**config.mk**
```make
export PLATFORM = sky130hd
export DESIGN_NAME = ps2_mouse_cursor_tracker_unit
export DESIGN_NICKNAME = d
export VERILOG_FILES = /design/src/rtl/pmct_pkg.sv /design/src/rtl/pmct_packet_asm.sv /design/src/rtl/pmct_cursor_upd.sv /design/src/rtl/ps2_mouse_cursor_tracker_unit.sv
export VERILOG_INCLUDE_DIRS = /design/src /design/src/rtl
export SDC_FILE = /design/constraint.sdc
export NUM_CORES = 1
export LEC_CHECK = 0
export ABC_AREA = 0
export ABC_CLOCK_PERIOD_IN_PS = 5200
export BUFFER_PORTS_ARGS = -buffer_cell sky130_fd_sc_hd__buf_2
export CORE_MARGIN = 4
export CORE_UTILIZATION = 50
export CTS_BUF_LIST = sky130_fd_sc_hd__clkbuf_4 sky130_fd_sc_hd__clkbuf_8
export CTS_CLUSTER_DIAMETER = 80
export CTS_CLUSTER_SIZE = 10
export DETAILED_ROUTE_END_ITERATION = 10
export HOLD_SLACK_MARGIN = 0.05
export PLACE_DENSITY = 0.7
export SYNTH_ARGS = -nofsm -noshare
export SYNTH_HDL_FRONTEND = slang
export SYNTH_SLANG_ARGS = --single-unit
```
**constraint.sdc**
```tcl
create_clock -name clk_i -period 5.2 [get_ports clk_i]
set_input_delay 0.26 -clock clk_i [delete_from_list [all_inputs] [get_ports clk_i]]
set_output_delay 0.26 -clock clk_i [all_outputs]
set_load 0.05 [all_outputs]
```
**src/rtl/ps2_mouse_cursor_tracker_unit_defines.svh**
```systemverilog
// ============================================================================
// PS/2 cursor tracker assertion macros
// Concurrent assertion shorthands sampled on clk_i, disabled during reset.
// ============================================================================
`ifndef PS2_MOUSE_CURSOR_TRACKER_UNIT_DEFINES_SVH
`define PS2_MOUSE_CURSOR_TRACKER_UNIT_DEFINES_SVH

// same-cycle implication
`define PMCT_ASSERT_NOW(lbl, ante, cons, msg) \
  lbl: assert property (@(posedge clk_i) disable iff (!rst_ni) (ante) |-> (cons)) \
    else $error(msg);

// next-cycle implication
`define PMCT_ASSERT_NXT(lbl, ante, cons, msg) \
  lbl: assert property (@(posedge clk_i) disable iff (!rst_ni) (ante) |=> (cons)) \
    else $error(msg);

`endif

```
**src/rtl/pmct_pkg.sv**
```systemverilog
// ============================================================================
// PS/2 cursor tracker package
// Shared constants, register indexes and the packet type.
// ============================================================================
package pmct_pkg;

  localparam int unsigned CoordBitsDef = 12;  // default cursor register width
  localparam int unsigned OutCoordBits = 12;  // width of cursor fields on the bus
  localparam int unsigned InDataBits   = 8;
  localparam int unsigned OutDataBits  = 32;  // 12 + 12 + 1 + 1, padded to bytes
  localparam int unsigned CfgIdxBits   = 2;

  localparam int unsigned MaxXReset = 1023;
  localparam int unsigned MaxYReset = 767;
  localparam int unsigned PosXReset = 820;
  localparam int unsigned PosYReset = 420;

  localparam logic [CfgIdxBits-1:0] CfgMaxX = 2'd0;
  localparam logic [CfgIdxBits-1:0] CfgMaxY = 2'd1;

  // decoded movement packet, overflow packets never get here
  typedef struct packed {
    logic       left;
    logic       sign_y;
    logic       sign_x;
    logic [7:0] dy;
    logic [7:0] dx;
  } pkt_t;

endpackage

```
**src/rtl/pmct_packet_asm.sv**
```systemverilog
// ============================================================================
// PS/2 packet assembler
// Collects status, X and Y bytes into one registered packet.
// ============================================================================
module pmct_packet_asm (
  input  logic          clk_i,
  input  logic          rst_ni,
  input  logic          byte_vld_i,
  input  logic [7:0]    byte_i,
  output logic          byte_rdy_o,
  output logic          pkt_vld_o,
  output pmct_pkg::pkt_t pkt_o,
  input  logic          pkt_rdy_i
);
  import pmct_pkg::*;

  typedef enum logic [2:0] {
    StWaitStatus = 3'b001,
    StWaitDx     = 3'b010,
    StWaitDy     = 3'b100
  } st_e;

  st_e        st_q, st_d;
  logic [7:0] status_q, status_d;
  logic [7:0] dx_q, dx_d;
  logic       pkt_vld_q;
  pkt_t       pkt_q;
  logic       byte_take;
  logic       emit;

  assign byte_rdy_o = !pkt_vld_q || pkt_rdy_i;
  assign byte_take  = byte_vld_i && byte_rdy_o;

  always_comb begin
    st_d     = st_q;
    status_d = status_q;
    dx_d     = dx_q;
    emit     = 1'b0;
    unique case (st_q)
      StWaitDx: begin
        dx_d = byte_i;
        st_d = StWaitDy;
      end
      StWaitDy: begin
        st_d = StWaitStatus;
        emit = (status_q[7:6] == 2'b00);  // drop on X or Y overflow
      end
      default: begin
        // resync: status byte must carry its always-one bit
        if (byte_i[3]) begin
          status_d = byte_i;
          st_d     = StWaitDx;
        end
      end
    endcase
  end

  always_ff @(posedge clk_i or negedge rst_ni) begin
    if (!rst_ni) begin
      st_q      <= StWaitStatus;
      status_q  <= '0;
      dx_q      <= '0;
      pkt_vld_q <= 1'b0;
    end else begin
      if (byte_take) begin
        st_q     <= st_d;
        status_q <= status_d;
        dx_q     <= dx_d;
      end
      if (byte_take && emit) begin
        pkt_vld_q <= 1'b1;
      end else if (pkt_rdy_i) begin
        pkt_vld_q <= 1'b0;
      end
    end
  end

  always_ff @(posedge clk_i) begin
    if (byte_take && emit) begin
      pkt_q.left   <= status_q[0];
      pkt_q.sign_x <= status_q[4];
      pkt_q.sign_y <= status_q[5];
      pkt_q.dx     <= dx_q;
      pkt_q.dy     <= byte_i;
    end
  end

  assign pkt_vld_o = pkt_vld_q;
  assign pkt_o     = pkt_q;

endmodule

```
**src/rtl/pmct_cursor_upd.sv**
```systemverilog
// ============================================================================
// PS/2 cursor update
// Applies one packet: add/subtract, clamp, press edge; holds the result.
// ============================================================================
module pmct_cursor_upd #(
  parameter int unsigned COORD_BITS = pmct_pkg::CoordBitsDef
) (
  input  logic                  clk_i,
  input  logic                  rst_ni,
  input  logic [COORD_BITS-1:0] max_x_i,
  input  logic [COORD_BITS-1:0] max_y_i,
  input  logic                  pkt_vld_i,
  input  pmct_pkg::pkt_t        pkt_i,
  output logic                  pkt_rdy_o,
  output logic                  res_vld_o,
  input  logic                  res_rdy_i,
  output logic [COORD_BITS-1:0] pos_x_o,
  output logic [COORD_BITS-1:0] pos_y_o,
  output logic                  left_down_o,
  output logic                  left_press_o
);
  import pmct_pkg::*;

  localparam int unsigned SumBits = COORD_BITS + 2;  // sign + carry headroom

  logic [COORD_BITS-1:0] pos_x_q, pos_y_q;
  logic [COORD_BITS-1:0] pos_x_d, pos_y_d;
  logic                  held_q, press_q, res_vld_q;
  logic [SumBits-1:0]    dx_ext, dy_ext, sum_x, sum_y;
  logic                  pkt_take;

  function automatic logic [COORD_BITS-1:0] clamp(input logic [SumBits-1:0] v,
                                                  input logic [COORD_BITS-1:0] hi);
    logic [COORD_BITS-1:0] r;
    if (v[SumBits-1]) begin
      r = '0;
    end else if (v[SumBits-2:0] > {1'b0, hi}) begin
      r = hi;
    end else begin
      r = v[COORD_BITS-1:0];
    end
    return r;
  endfunction

  assign pkt_rdy_o = !res_vld_q || res_rdy_i;
  assign pkt_take  = pkt_vld_i && pkt_rdy_o;

  // 9-bit two's complement movement, sign from the status byte
  assign dx_ext = {{(SumBits-8){pkt_i.sign_x}}, pkt_i.dx};
  assign dy_ext = {{(SumBits-8){pkt_i.sign_y}}, pkt_i.dy};

  assign sum_x = {2'b00, pos_x_q} + dx_ext;
  assign sum_y = {2'b00, pos_y_q} - dy_ext;  // screen Y grows downward

  assign pos_x_d = clamp(sum_x, max_x_i);
  assign pos_y_d = clamp(sum_y, max_y_i);

  always_ff @(posedge clk_i or negedge rst_ni) begin
    if (!rst_ni) begin
      pos_x_q   <= COORD_BITS'(PosXReset);
      pos_y_q   <= COORD_BITS'(PosYReset);
      held_q    <= 1'b0;
      press_q   <= 1'b0;
      res_vld_q <= 1'b0;
    end else begin
      if (pkt_take) begin
        pos_x_q   <= pos_x_d;
        pos_y_q   <= pos_y_d;
        held_q    <= pkt_i.left;
        press_q   <= pkt_i.left && !held_q;
        res_vld_q <= 1'b1;
      end else if (res_rdy_i) begin
        res_vld_q <= 1'b0;
      end
    end
  end

  assign res_vld_o    = res_vld_q;
  assign pos_x_o      = pos_x_q;
  assign pos_y_o      = pos_y_q;
  assign left_down_o  = held_q;
  assign left_press_o = press_q;

endmodule

```
**src/rtl/ps2_mouse_cursor_tracker_unit.sv**
```systemverilog
// PS/2 mouse cursor tracker - usage
// Slave stream: one mouse byte per word in s_axis_tdata[7:0]. Bytes are
// grouped into status / X / Y packets; a status byte without bit 3 set is
// skipped to regain sync. Packets with an overflow bit set are dropped.
// Master stream: one word per good packet with the clamped cursor position,
// left button level and a one-word left-press pulse.
// Config channel: index 0 = max_x, index 1 = max_y, other indexes ignored.
// Write only while idle; cfg_ready_o is always high.
// Path: the third byte of a packet lands in the packet register, which then
// loads the result register that drives m_axis_tvalid; a result register that
// is full and not being drained holds the packet back.
// Throughput: one byte per cycle while s_axis_tready is high; each of the two
// registers takes a new word when it is empty or being drained in the same
// cycle, so the byte path keeps moving while a result waits for the sink.
// A stalled sink holds the result word; once the packet register is also
// full, s_axis_tready drops until the sink takes the word.
// Reset: max 1023 x 767, cursor at (820, 420), button released, sync lost.
// ============================================================================
// PS/2 cursor tracker top level
// Config registers, packet assembler and cursor update with result register.
// ============================================================================
`include "ps2_mouse_cursor_tracker_unit_defines.svh"

module ps2_mouse_cursor_tracker_unit #(
  parameter int unsigned COORD_BITS = pmct_pkg::CoordBitsDef
) (
  input  logic                                clk_i,
  input  logic                                rst_ni,
  // byte stream in; tdata: [7:0] rx_byte
  input  logic                                s_axis_tvalid,
  output logic                                s_axis_tready,
  input  logic [pmct_pkg::InDataBits-1:0]     s_axis_tdata,
  // result stream out; tdata: [11:0] cursor_x, [23:12] cursor_y,
  // [24] left_down, [25] left_press, [31:26] zero
  output logic                                m_axis_tvalid,
  input  logic                                m_axis_tready,
  output logic [pmct_pkg::OutDataBits-1:0]    m_axis_tdata,
  // register writes
  input  logic                                cfg_valid_i,
  output logic                                cfg_ready_o,
  input  logic [pmct_pkg::CfgIdxBits-1:0]     cfg_index_i,
  input  logic [COORD_BITS-1:0]               cfg_data_i
);
  import pmct_pkg::*;

  logic [COORD_BITS-1:0]   max_x_q, max_y_q;
  logic                    pkt_vld, pkt_rdy;
  pkt_t                    pkt;
  logic [COORD_BITS-1:0]   pos_x, pos_y;
  logic                    left_down, left_press;
  logic [OutCoordBits-1:0] cursor_x, cursor_y;

  // config registers
  assign cfg_ready_o = 1'b1;

  always_ff @(posedge clk_i or negedge rst_ni) begin
    if (!rst_ni) begin
      max_x_q <= COORD_BITS'(MaxXReset);
      max_y_q <= COORD_BITS'(MaxYReset);
    end else if (cfg_valid_i) begin
      unique case (cfg_index_i)
        CfgMaxX: max_x_q <= cfg_data_i;
        CfgMaxY: max_y_q <= cfg_data_i;
        default: ;  // unmapped index, write dropped
      endcase
    end
  end

  pmct_packet_asm u_asm (
    .clk_i      (clk_i),
    .rst_ni     (rst_ni),
    .byte_vld_i (s_axis_tvalid),
    .byte_i     (s_axis_tdata),
    .byte_rdy_o (s_axis_tready),
    .pkt_vld_o  (pkt_vld),
    .pkt_o      (pkt),
    .pkt_rdy_i  (pkt_rdy)
  );

  pmct_cursor_upd #(
    .COORD_BITS (COORD_BITS)
  ) u_upd (
    .clk_i        (clk_i),
    .rst_ni       (rst_ni),
    .max_x_i      (max_x_q),
    .max_y_i      (max_y_q),
    .pkt_vld_i    (pkt_vld),
    .pkt_i        (pkt),
    .pkt_rdy_o    (pkt_rdy),
    .res_vld_o    (m_axis_tvalid),
    .res_rdy_i    (m_axis_tready),
    .pos_x_o      (pos_x),
    .pos_y_o      (pos_y),
    .left_down_o  (left_down),
    .left_press_o (left_press)
  );

  // bus fields are fixed width; the position register may be narrower or wider
  assign cursor_x = OutCoordBits'(pos_x);
  assign cursor_y = OutCoordBits'(pos_y);

  assign m_axis_tdata = {{(OutDataBits - 2*OutCoordBits - 2){1'b0}},
                         left_press, left_down, cursor_y, cursor_x};

  // a press edge always comes with the button held
  `PMCT_ASSERT_NOW(a_press_held, m_axis_tvalid && left_press, left_down,
                   "left_press without left_down")
  // a new result word only follows a pending packet
  `PMCT_ASSERT_NOW(a_res_from_pkt, $rose(m_axis_tvalid), $past(pkt_vld),
                   "result word without a packet")
  // a packet blocked by the result register is not lost
  `PMCT_ASSERT_NXT(a_pkt_kept, pkt_vld && !pkt_rdy, pkt_vld,
                   "pending packet dropped under stall")

endmodule
```
# Word-level counts from Yosys, hierarchy flattened

Index checks and enable logic that the tools add are counted.

Register bits after elaboration: 90
Input bits: 27
Output and inout bits: 35
Logic and storage cells: 55

$add $sub $neg: 2
$lt $le $gt $ge: 2
Eq/ne operators: 3
Multiplexer cells: 11
Bitwise logic cells: 1
Reduce and logical (&&, ||, !) cells: 20

Operators with widths:

| cell                                                                  | number |
|---|---|
| 12-bit two-way mux                                                    | 4 |
| 13-bit by 12-bit > comparator with 1-bit output                       | 2 |
| 13-bit by 9-bit adder with 14-bit output                              | 1 |
| 13-bit by 9-bit subtractor with 14-bit output                         | 1 |
| 2-bit AND reduction                                                   | 4 |
| 3-bit one-hot mux with 2 select lines                                 | 1 |
| 1-bit two-way mux                                                     | 5 |
| 1-bit logical AND                                                     | 4 |
| 2-bit zero test                                                       | 2 |
| 2-bit nonzero test                                                    | 2 |
| 3-bit by 2-bit equality test with 1-bit output, second input constant | 1 |
| 3-bit equality test, second input constant                            | 1 |
| 1-bit zero test                                                       | 3 |
| 3-bit two-way mux                                                     | 1 |
| 3-bit AND reduction                                                   | 1 |
| 3-bit nonzero test                                                    | 1 |
| 2-bit by 1-bit equality test with 1-bit output, second input constant | 1 |
| 1-bit logical OR                                                      | 2 |
| 2-bit OR reduction                                                    | 1 |
| 1-bit NOT                                                             | 1 |

# Longest topological paths before layout

Word-level depth: 6
Gate-level depth with buffers: 19
Depth with buffers taken out: 18

# Modules after synthesis

A second synthesis with hierarchy kept.

Cell total of the unflattened synthesis: 495
Area, all modules: 5343.9 µm²

Modules (own cells, without submodules):

| module                        | times used | cells each | area an instance (µm²) | seq. area each (µm²) |
|---|---|---|---|---|
| pmct_cursor_upd               | 1          | 360        | 3015.4                 | 686.9 |
| pmct_packet_asm               | 1          | 72         | 1295.0                 | 997.2 |
| ps2_mouse_cursor_tracker_unit | 1          | 63         | 1033.5                 | 624.3 |

# Worst setup path after synthesis

No wires, ideal clock.

Path type: reg-to-reg
From: register u_upd.pos_x_q[0] (netlist: u_upd.pos_x_o[0])
To: register u_upd.pos_x_q[1] (netlist: u_upd.pos_x_o[1])
Library setup time: 0.126 ns
Arrival time: 3.909 ns
Data required time: 5.074 ns
Setup slack: 1.165 ns
Stages on the path, launching flop included: 20
Path buffers: 1
Period minus slack after synthesis: 4.035 ns
Cell sequence: dfrtp_1 ha_1 inv_1 fa_1 nor2b_1 o2111ai_1 nand3_1 o211ai_1 o211ai_1 xor2_1 ha_1 nand3_1 nor4_1 a31o_1 a21oi_1 a311o_1 a31o_2 buf_4 mux2i_1 o22ai_1

Word-level cells in the longest chain between the ends: 4

RTL lines:

| item                                            | RTL line              | text |
|---|---|---|
| start: declaration                              | pmct_cursor_upd.sv:26 | `logic [COORD_BITS-1:0] pos_x_q, pos_y_q;` |
| start signal: assignment                        | pmct_cursor_upd.sv:60 | `pos_x_q <= COORD_BITS'(PosXReset);` |
| start signal: assignment                        | pmct_cursor_upd.sv:67 | `pos_x_q <= pos_x_d;` |
| 13-bit by 9-bit adder with 14-bit output (*)    | pmct_cursor_upd.sv:52 | `assign sum_x = {2'b00, pos_x_q} + dx_ext;` |
| 13-bit by 12-bit > comparator with 1-bit output | pmct_cursor_upd.sv:37 | `end else if (v[SumBits-2:0] > {1'b0, hi}) begin` |
| 12-bit two-way mux                              | pmct_cursor_upd.sv:37 |  |
| 12-bit two-way mux (*)                          | pmct_cursor_upd.sv:35 | `if (v[SumBits-1]) begin` |

Mark *: on every way between the ends. The rest lies on a longest branch, timed or not.
A chain may end at the register's enable or synchronous reset.

# Final worst setup path

From: register u_upd.pos_x_q[0] (netlist: u_upd.pos_x_o[0])
To: register u_upd.pos_x_q[11] (netlist: u_upd.pos_x_o[11])

The elaborated chain is that of the path after synthesis.

==> reports/metrics.yaml <==
synthesis:
  synth.distinct_cells: 58
  synth_area_mm2: 0.00529
  synth_seq_cells: 87
  yosysWarnings: 0
  synth_area_leaders: "dfrtp_1 (18%), dfstp_2 (14%), ha_1 (12%), edfxtp_1 (11%), mux2_2 (5.8%)"
  synth-compound-area-share_pct: 13.9
  async_flop_share_pct: 78.2
  synth_xor_xnor_area_share_pct: 2.98
  synth_mux_area_share_pct: 10.5
  yosys.area.top_type: "dfrtp_1"
  syn_inst: 502
  synthAdderAreaFrac_pct: 12.6
  yosysTopAreaCellShare_pct: 18.5
  ys_seq_area_share_pct: 43.7
  synth_flop_cell: "dfrtp_1"
  synth_top_family_by_area: "compound AO/OA/AOI/OAI gates"
  syn_avg_cell_area_um2: 10.5
  synth_edf_count: 19
  synth-simple-area-share_pct: 10.3
sta:
  finalSetupTns_ns: 0
  hold_viol_final: 0
  fin_crit_sh_pct: 82.0
  final.min_clock_period_ns: 4.27
  setup_viol: 0
  worstMarginPinSlew_ns: 1.13
  max_slew_margin_pct: 24.3
  hold_ws_ns: 0.0902
  max_freq_mhz: 234
  rsz0062_at_grt: "false"
  finClkSkew_ns: 0.00968
  finalMaxSlewViolations: 0
clock_tree:
  path_clk_slew_ns: 0.10
  cts_buffers: 9
  ctsResizeCount: 0
  cts_tree: "built"
  clock_sinks: 87
  hold_buffers: 0
  cts.path.max_buffers: 2
  worstSkewPairLatency_ns: 0.36
  root_buffer: "clkbuf_8"
  h-tree-depth: 3
  post_cts_buffers: 0
run:
  max_cap_viol_count: 0
detailed_routing:
  via_count: 3819
  drc_errors: 0
  drt_wl_total_um: 11400
  drt_iter0_drc: 148
  routed_via_density: 5.48
  post_drt_wl_per_cell_um: 16.3
  postRouteAntennaNets: 0
  first_pass_iters: 7
cells_and_area:
  finalNonFillerCells: 697
  final_common_cell: "buf_2"
  utilization_pct: 56.9
  nets: 635
  layout-drive-gt1-share_pct: 26.4
  syn_to_final_growth_pct: 11.2
  final_cell_mix: "buf_2 (54), inv_1 (51), ha_1 (50), nand2_1 (42), dfrtp_1 (39)"
  n_antenna_cell: 0
critical_path:
  worstPathCellList: "ha_1 -> inv_1 -> fa_1 -> nor2b_1 -> o2111ai_1 -> nand3_1 -> o211ai_1 -> o211ai_1 -> xor2_1 -> ha_1 -> nand3_1 -> nor4_1 -> a31o_1 -> a21oi_1 -> a311o_1 -> a31o_2 -> mux2i_1 -> o22ai_1"
  critical-path-max-stage-delay_ns: 0.40
  required_ns: 5.42
  r2r-start: "u_upd.pos_x_o[0]$_DFFE_PN0P_"
  slowest_stage: "fa_1"
  worstPathArrival_ns: 4.49
  endpoint_kind: "flip-flop"
  r2r.worst_path.cells: 18
  critPathMaxFanout: 12
  crit_type: "reg -> reg"
  rrSetupSlack_ns: 0.93
  startpoint_type: "flip-flop"
  r2r-end: "u_upd.pos_x_o[11]$_DFFE_PN0P_"
placed_design:
  dpl.hpwl_um: 8860
  gp_congestion: 0.817
  dp.cells: 681
  portBuffers: 54
global_routing:
  antenna_found_initial: 0
  grt_pass1_wl_um: 19300
  grt_pass1_vias: 3944
  grt_max_degree: 69
  grt_overflow_total: 0
  track_usage_pct: 19.3
die:
  io_pins: 62
  start_util_pct: 51.2
  fp-row-count: 37
  die_area_mm2: 0.0123
  die_h_um: 111
  die-width_um: 111
  core_area_mm2: 0.0103
pwr:
  peakVddDrop_mv: 0.293
  p_leak_nw: 2.74
  power.density_mw_per_mm2: 605
worst_hold_path:
  hp-class: "in -> async"
run_status:
  status: "completed"
[worst max path at each step]
stage                                 start                       endpoint  slack, ns  depth (start not counted)
4_1_cts        u_upd.pos_x_o[0]$_DFFE_PN0P_   u_upd.pos_x_o[2]$_DFFE_PN1P_       0.95                         18
6_report       u_upd.pos_x_o[0]$_DFFE_PN0P_  u_upd.pos_x_o[11]$_DFFE_PN0P_       0.93                         18
3_5_place_dp   u_upd.pos_x_o[0]$_DFFE_PN0P_   u_upd.pos_x_o[2]$_DFFE_PN1P_       0.98                         18
3_3_place_gp   u_upd.pos_x_o[0]$_DFFE_PN0P_  u_upd.pos_x_o[11]$_DFFE_PN0P_       1.13                         18
5_1_grt        u_upd.pos_x_o[0]$_DFFE_PN0P_  u_upd.pos_x_o[11]$_DFFE_PN0P_       0.56                         18
2_1_floorplan  u_upd.pos_x_o[0]$_DFFE_PN0P_   u_upd.pos_x_o[1]$_DFFE_PN0P_       1.17                         19
[kinds of logic after synthesis]
kind of cell             Yosys count
adder cells (fa/ha/maj)           52
buffers and inverters             69
flip-flops                        87
AO/OA/AOI/OAI                    111
multiplexers                      52
other                              2
AND/OR/NAND/NOR                  111
XOR/XNOR                          18
[Yosys cell counts (all sizes together) (2+ instances only)]
master and count:
inv 51, ha 50, o21ai 45, nand2 42, dfrtp 39, dfstp 29, mux2 27, mux2i 25
a21oi 21, nor2 20, edfxtp 19, buf 14, xnor2 13, nand3 9, a211oi 8, nand2b 7
o22ai 7, nor2b 6, o21a 6, nand4 5, xor2 5, clkbuf 4, nand3b 4, nor3 4
and3 3, nor4 3, o2111ai 3, o21bai 3, o31ai 3, a21o 2, a31o 2, a31oi 2
conb 2, fa 2, o211ai 2, o22a 2, or2 2, or4 2
[worst max-delay path, delay by kind of cell (launching register included)]
family	cells	cell delay [ns]
flops	1	0.37
compound gates	8	1.62
simple gates	4	0.83
buf+inv	1	0.07
xor+xnor	1	0.14
fa+ha+maj	3	0.91
mux	1	0.20
[per-stage QoR]
step / setup slack (ns) / cell area [µm²] / total power [mW]
floorplan: 1.17 / 5300 / 2.64
global placement: 1.13 / 5650 / 2.97
detailed placement: 0.979 / 5650 / 3.03
CTS: 0.952 / 5880 / 3.58
global route: 0.559 / 5880 / 3.85
finish: 0.935 / 5880 / 3.55
[per-layer routing]
layer | track usage, % | wire length, µm | share of wire, % | vias up
li1 | - | - | - | 1881
met1 | 25.1 | 5110 | 45 | 1848
met2 | 33.0 | 5730 | 50 | 74
met3 | 3.66 | 387 | 3.4 | 16
met4 | 5.09 | 161 | 1.4 | 0
met5 | 0 | 0 | 0 | -
[report_power, final]
| part | switching (mW) | total [mW] | internal, mW |
|---|---|---|---|
| logic | 1.17 | 1.94 | 0.768 |
| registers | 0.139 | 1.08 | 0.939 |
| clock network | 0.259 | 0.537 | 0.278 |
| total | 1.57 | 3.55 | 1.98 |
[flip-flops by register name, indices dropped and copies added, names as in the netlist]
register and cells:
u_upd.left_press_o 1, u_asm.status_q 5, u_asm.pkt_vld_o 1, u_upd.res_vld_o 1, u_asm.dx_q 8, u_upd.pos_y_o 12, max_y_q 12, u_upd.pos_x_o 12
u_asm.pkt_o 19, u_upd.left_down_o 1, max_x_q 12, u_asm.st_q 3
[area by class of cell]
class / count / area (µm²)
Clock buffer: 9 / 124
Clock inverter: 7 / 103
Fill cell: 898 / 4450
Inverter: 51 / 191
Multi-Input combinational cell: 351 / 2690
Sequential cell: 87 / 2310
Tap cell: 136 / 170
Timing Repair Buffer: 56 / 285
(Power assumes the default switching activity.)
